`src/hdl/tre_pkg.sv`:
```
// shared types and codes for the timestamp rank enumerator
// used by tre_cell and timestamp_rank_enumerator; no dependencies
package tre_pkg;

   localparam logic [31:0] ALL_ONES = 32'hFFFF_FFFF;

   typedef enum logic [1:0] {
      ACT_ADD      = 2'd0,
      ACT_ENUM     = 2'd1,
      ACT_ENUM_ALL = 2'd2,
      ACT_NONE     = 2'd3
   } action_type;

   typedef enum logic [2:0] {
      RS_ADDED      = 3'd0,
      RS_NO_FIELD   = 3'd1,
      RS_FULL       = 3'd2,
      RS_ENUMERATED = 3'd3,
      RS_EMPTY      = 3'd4
   } status_type;

   typedef enum logic {
      CSR_BASE_TIME = 1'b0,
      CSR_INTERVAL  = 1'b1
   } csr_index_type;

   typedef enum logic [1:0] {
      OP_HOLD   = 2'd0,
      OP_INSERT = 2'd1,
      OP_DROP   = 2'd2,
      OP_ROTATE = 2'd3
   } cell_op_type;

   typedef enum logic [2:0] {
      ST_IDLE = 3'b001,
      ST_SCAN = 3'b010,
      ST_EMIT = 3'b100
   } state_type;

   // where a cell stands relative to the fill level
   typedef struct packed {
      logic occupied;
      logic at_fill;
      logic at_tail;
   } cell_pos_type;

endpackage

```
`src/hdl/tre_cell.sv`:
```
// one slot of the ordered record chain: holds a sequence number and timestamp
// depends on tre_pkg
module tre_cell (
   input  logic                 clock,
   input  tre_pkg::cell_op_type op,
   input  tre_pkg::cell_pos_type pos,
   input  logic [31:0]          new_seq,
   input  logic [31:0]          new_time,
   input  logic                 left_greater,
   input  logic [31:0]          left_seq,
   input  logic [31:0]          left_time,
   input  logic [31:0]          right_seq,
   input  logic [31:0]          right_time,
   input  logic [31:0]          wrap_seq,
   input  logic [31:0]          wrap_time,
   output logic [31:0]          seq,
   output logic [31:0]          stamp,
   output logic                 greater
);
   import tre_pkg::*;

   logic [31:0] seq_ff, seq_in;
   logic [31:0] time_ff, time_in;

   assign greater = pos.occupied && (time_ff > new_time);
   assign seq     = seq_ff;
   assign stamp   = time_ff;

   always_comb begin
      seq_in  = seq_ff;
      time_in = time_ff;
      unique case (op)
         OP_INSERT: begin
            priority if (left_greater) begin
               seq_in  = left_seq;
               time_in = left_time;
            end else if (greater || pos.at_fill) begin
               seq_in  = new_seq;
               time_in = new_time;
            end
         end
         OP_DROP: begin
            seq_in  = right_seq;
            time_in = right_time;
         end
         OP_ROTATE: begin
            if (pos.at_tail) begin
               seq_in  = wrap_seq;
               time_in = wrap_time;
            end else begin
               seq_in  = right_seq;
               time_in = right_time;
            end
         end
         OP_HOLD: begin
         end
         default: begin
         end
      endcase
   end

   always_ff @(posedge clock) begin
      seq_ff  <= seq_in;
      time_ff <= time_in;
   end

endmodule

```
`config.mk`:
```
export PLATFORM = sky130hd
export DESIGN_NAME = tre_cell
export DESIGN_NICKNAME = d
export VERILOG_FILES = /design/src/hdl/tre_pkg.sv /design/src/hdl/tre_cell.sv
export SDC_FILE = /design/constraint.sdc
export NUM_CORES = 1
export LEC_CHECK = 0
export ABC_AREA = 1
export BUFFER_PORTS_ARGS = -buffer_cell sky130_fd_sc_hd__buf_4
export CAP_MARGIN = 25
export CORE_AREA = 2 2 128 130
export CTS_CLUSTER_SIZE = 40
export DETAILED_ROUTE_END_ITERATION = 10
export DIE_AREA = 0 0 130 132
export PLACE_DENSITY_LB_ADDON = 0.05
export REMOVE_ABC_BUFFERS = 1
export SLEW_MARGIN = 20
export SYNTH_ARGS = -nofsm -noshare
export SYNTH_HDL_FRONTEND = slang
export SYNTH_SLANG_ARGS = --single-unit
```
`constraint.sdc`:
```
create_clock -name clock -period 4.1 [get_ports clock]
set_input_delay 0.205 -clock clock [delete_from_list [all_inputs] [get_ports clock]]
set_output_delay 0.205 -clock clock [all_outputs]
set_load 0.01 [all_outputs]
```
==> impl_metrics.yaml <==
setup_path:
  critical-path-slowest-cell: "sky130_fd_sc_hd__nand2_4"
  cp_data_required_time_ns: 4.06
  critical_path.max_fanout: 64
  critPathBufInv: 0
  timing.critical_path.from_type: "register"
  critical_path_data_arrival_time_ns: 2.54
  critical_path.cell_chain: "ha_1 -> nand2_1 -> nor2_1 -> nand4_1 -> nor2_1 -> nand2_1 -> nand2_1 -> nand2_1 -> nand2_1 -> nand2_1 -> nand2_4"
  cp_common_cell: "sky130_fd_sc_hd__nand2_1"
  max_stage_delay_ns: 0.63
  kind_of_cell_adding_the_most_delay_to_the_critical_path: "simple AND/OR/NAND/NOR gates"
  critPathKind: "register to register"
  critical_path.endpoint_type: "register"
routing:
  starting_drc_count_in_detailed_routing: 253
  drt_drc_violations_left: 0
  detailroute.via_count: 5947
  routedWlPerCell_um: 17.20
  drt.antenna.violating_nets: 0
  firstDrtPassIters: 5
  route.final.wire_length_um: 20130
  routed_vias_inst: 5.083
sta:
  max-slew-margin-rel_pct: 40.80
  report.final.setup_viol: 0
  finalCriticalPeriod_ns: 2.581
  rsz0062_at_grt: "false"
  final.period_utilization_pct: 62.94
  timing.setup.tns_ns: 0
  final.setup_skew_ns: 0.005819
  tightest_slew_ns: 0.8881
  max_freq_mhz: 387.5
  final_hold_viol_count: 0
  finalMaxSlewViolations: 0
synthesis:
  yosysSeqAreaShare_pct: 38.62
  synthesis.instances: 650
  ys_warn_count: 0
  post_synth.cell_area_avg_sq_um: 7.655
  ys_ff_latch: 64
  syn_area_sq_mm: 0.004976
  synth_cell_type_count: 23
cts:
  ctsLongestPathBuffers: 2
  cts.repair.resized: 0
  clock-root-buffer: "sky130_fd_sc_hd__clkbuf_16"
  cts.hold.buffers_added: 0
  tritoncts: "built"
  cts.reportedPaths.clkPinSlew_ns: 0.05
  clock_latency_ns: 0.33
  htreeDepth: 3
  cts.repair_timing.setup_buffer_count: 0
  cts_made_buffers: 9
  cts.sinks: 64
floorplan:
  pin_count: 328
  initial_utilization_pct: 31.67
  chipHeight_um: 132
  placement_rows: 46
  fp.dieArea_sq_mm: 0.01716
  die-width_um: 130
  design.core.area_sq_mm: 0.01571
grt:
  wire_length_of_the_first_global_routing_pass_um: 30590
  largest_net_degree_at_the_start_of_global_routing: 66
  grt-ovfl-total: 0
  via_count_of_the_first_global_routing_pass: 5975
  grt_use_total_pct: 23.02
  initial_antenna_violation_count: 0
placement:
  place_congestion: 0.8029
  detailed_place_hpwl_um: 15080
  io_buffers: 327
finish:
  final_nets: 1244
  antenna_cells_inserted: 0
  final_layout_size_suffix_gt1_share_pct: 36.79
  areaGrowthSynthToFinish_pct: 57.61
power:
  p_leak_nw: 3.616
  powerDensity_mw_per_mm2: 292.3
  ir_worst_vdd_mv: 0.1717
  total_power_mw: 2.292
hold_path:
  min_path_type: "primary input to register"
status:
  outcome: "completed"
flow_run:
  timing.max_cap.violations: 0
## cells by family (layout without fill, tap and decap cells)
logic type                 Yosys count  after routing  share of synthesized area (%)
DFF                                 64             64                          38.62
AOI/OAI and AO/OA                  233            233                          27.43
and+or+nand+nor                    231            231                          17.95
buffers and inverters               90            394                          7.946
adders and majority gates           32             32                          8.046
## cells in the mapped netlist
library cell	count	area [sq um]
sky130_fd_sc_hd__a21boi_0	1	7.510
sky130_fd_sc_hd__a21o_1	1	7.510
sky130_fd_sc_hd__a21oi_1	44	220.2
sky130_fd_sc_hd__buf_1	3	11.26
sky130_fd_sc_hd__buf_2	20	100.1
sky130_fd_sc_hd__buf_4	2	15.01
sky130_fd_sc_hd__buf_6	3	33.78
sky130_fd_sc_hd__clkbuf_1	17	63.81
sky130_fd_sc_hd__edfxtp_1	64	1922
sky130_fd_sc_hd__ha_1	32	400.4
sky130_fd_sc_hd__inv_1	41	153.9
sky130_fd_sc_hd__inv_2	3	11.26
sky130_fd_sc_hd__inv_4	1	6.260
sky130_fd_sc_hd__nand2_1	112	420.4
sky130_fd_sc_hd__nand3_1	11	55.05
sky130_fd_sc_hd__nand4_1	2	12.51
sky130_fd_sc_hd__nor2_1	105	394.1
sky130_fd_sc_hd__nor2_4	1	11.26
sky130_fd_sc_hd__o211ai_1	30	225.2
sky130_fd_sc_hd__o21a_1	1	7.510
sky130_fd_sc_hd__o21ai_0	100	500.5
sky130_fd_sc_hd__o21ai_1	25	125.1
sky130_fd_sc_hd__o221ai_1	31	271.5
## per-stage QoR
stage	setup slack [ns]	hold slack, ns	utilization (%)	cell area [sq um]	cells
after detailed placement	1.435	0.5079	48.13	7562	1154
final	1.519	0.1692	49.91	7843	1170
after global routing	1.244	0.1728	49.91	7843	1170
after CTS	1.435	0.1554	49.91	7843	1170
after global placement	1.530	0.5015	47.83	7515	1152
after floorplan	0.9512	0.4036	-	4752	605
## placed cells by master (no fill, tap or decap)
master                      count
sky130_fd_sc_hd__a21oi_1       44
sky130_fd_sc_hd__inv_4          1
sky130_fd_sc_hd__nand4_1        2
sky130_fd_sc_hd__ha_1          32
sky130_fd_sc_hd__nor2_4         1
sky130_fd_sc_hd__o211ai_1      30
sky130_fd_sc_hd__o21a_1         1
sky130_fd_sc_hd__a21boi_0       1
sky130_fd_sc_hd__o21ai_1       25
sky130_fd_sc_hd__clkbuf_16      9
sky130_fd_sc_hd__nor2_1       105
sky130_fd_sc_hd__clkinv_2       2
sky130_fd_sc_hd__nand3_1       11
sky130_fd_sc_hd__buf_16         1
sky130_fd_sc_hd__o221ai_1      31
sky130_fd_sc_hd__buf_12         1
sky130_fd_sc_hd__clkinv_1       2
sky130_fd_sc_hd__inv_1         41
sky130_fd_sc_hd__edfxtp_1      64
sky130_fd_sc_hd__buf_4        331
sky130_fd_sc_hd__nand2_1      111
sky130_fd_sc_hd__nand2_4        1
sky130_fd_sc_hd__a21o_1         1
sky130_fd_sc_hd__inv_2          3
sky130_fd_sc_hd__clkbuf_1       2
sky130_fd_sc_hd__o21ai_0      100
sky130_fd_sc_hd__bufinv_16      1
## state kept, by name (all words and copies together) (netlist names)
signal and count:
seq 32, stamp 32
## path summary, 6_finish.rpt
check / startpoint / endpoint / slack [ns] / cells past startpoint
worst min-delay path: right_seq[8] / seq[8] / 0.17 / 3
worst max register to register: stamp[23] / seq[10] / 1.52 / 11
worst max-delay path: stamp[23] / seq[10] / 1.52 / 11
worst min register to register: stamp[16] / stamp[5] / 1.86 / 8
## worst min-delay path, cell delays in order
cell	delay (ns)
sky130_fd_sc_hd__buf_4	0.09
sky130_fd_sc_hd__nand2_1	0.04
sky130_fd_sc_hd__o221ai_1	0.05
## where the power goes
group | total (mW) | switching, mW | internal (mW)
logic | 0.713 | 0.350 | 0.363
clock network | 0.734 | 0.270 | 0.464
registers | 0.846 | 0.0295 | 0.816
## routing by layer
metal  GRT usage [%]  share of wire, %  vias to the layer above
li1                -                 -                     2909
met1           24.70                37                     2699
met4           11.29               4.1                        0
met3           6.412               8.9                       52
met5               0                 0                        -
met2           40.98                50                      287
## cell type report
| cell class | count | area (sq um) |
|---|---|---|
| clock buffers | 11 | 232.7 |
| clock inverters | 5 | 47.55 |
| fillers | 1566 | 7870 |
| inverters | 45 | 171.4 |
| multi-input cells | 496 | 2666 |
| flip-flops and latches | 64 | 1922 |
| well taps | 216 | 270.3 |
| repair buffers | 333 | 2532 |
No activity file was read; power rests on OpenSTA's default activity.
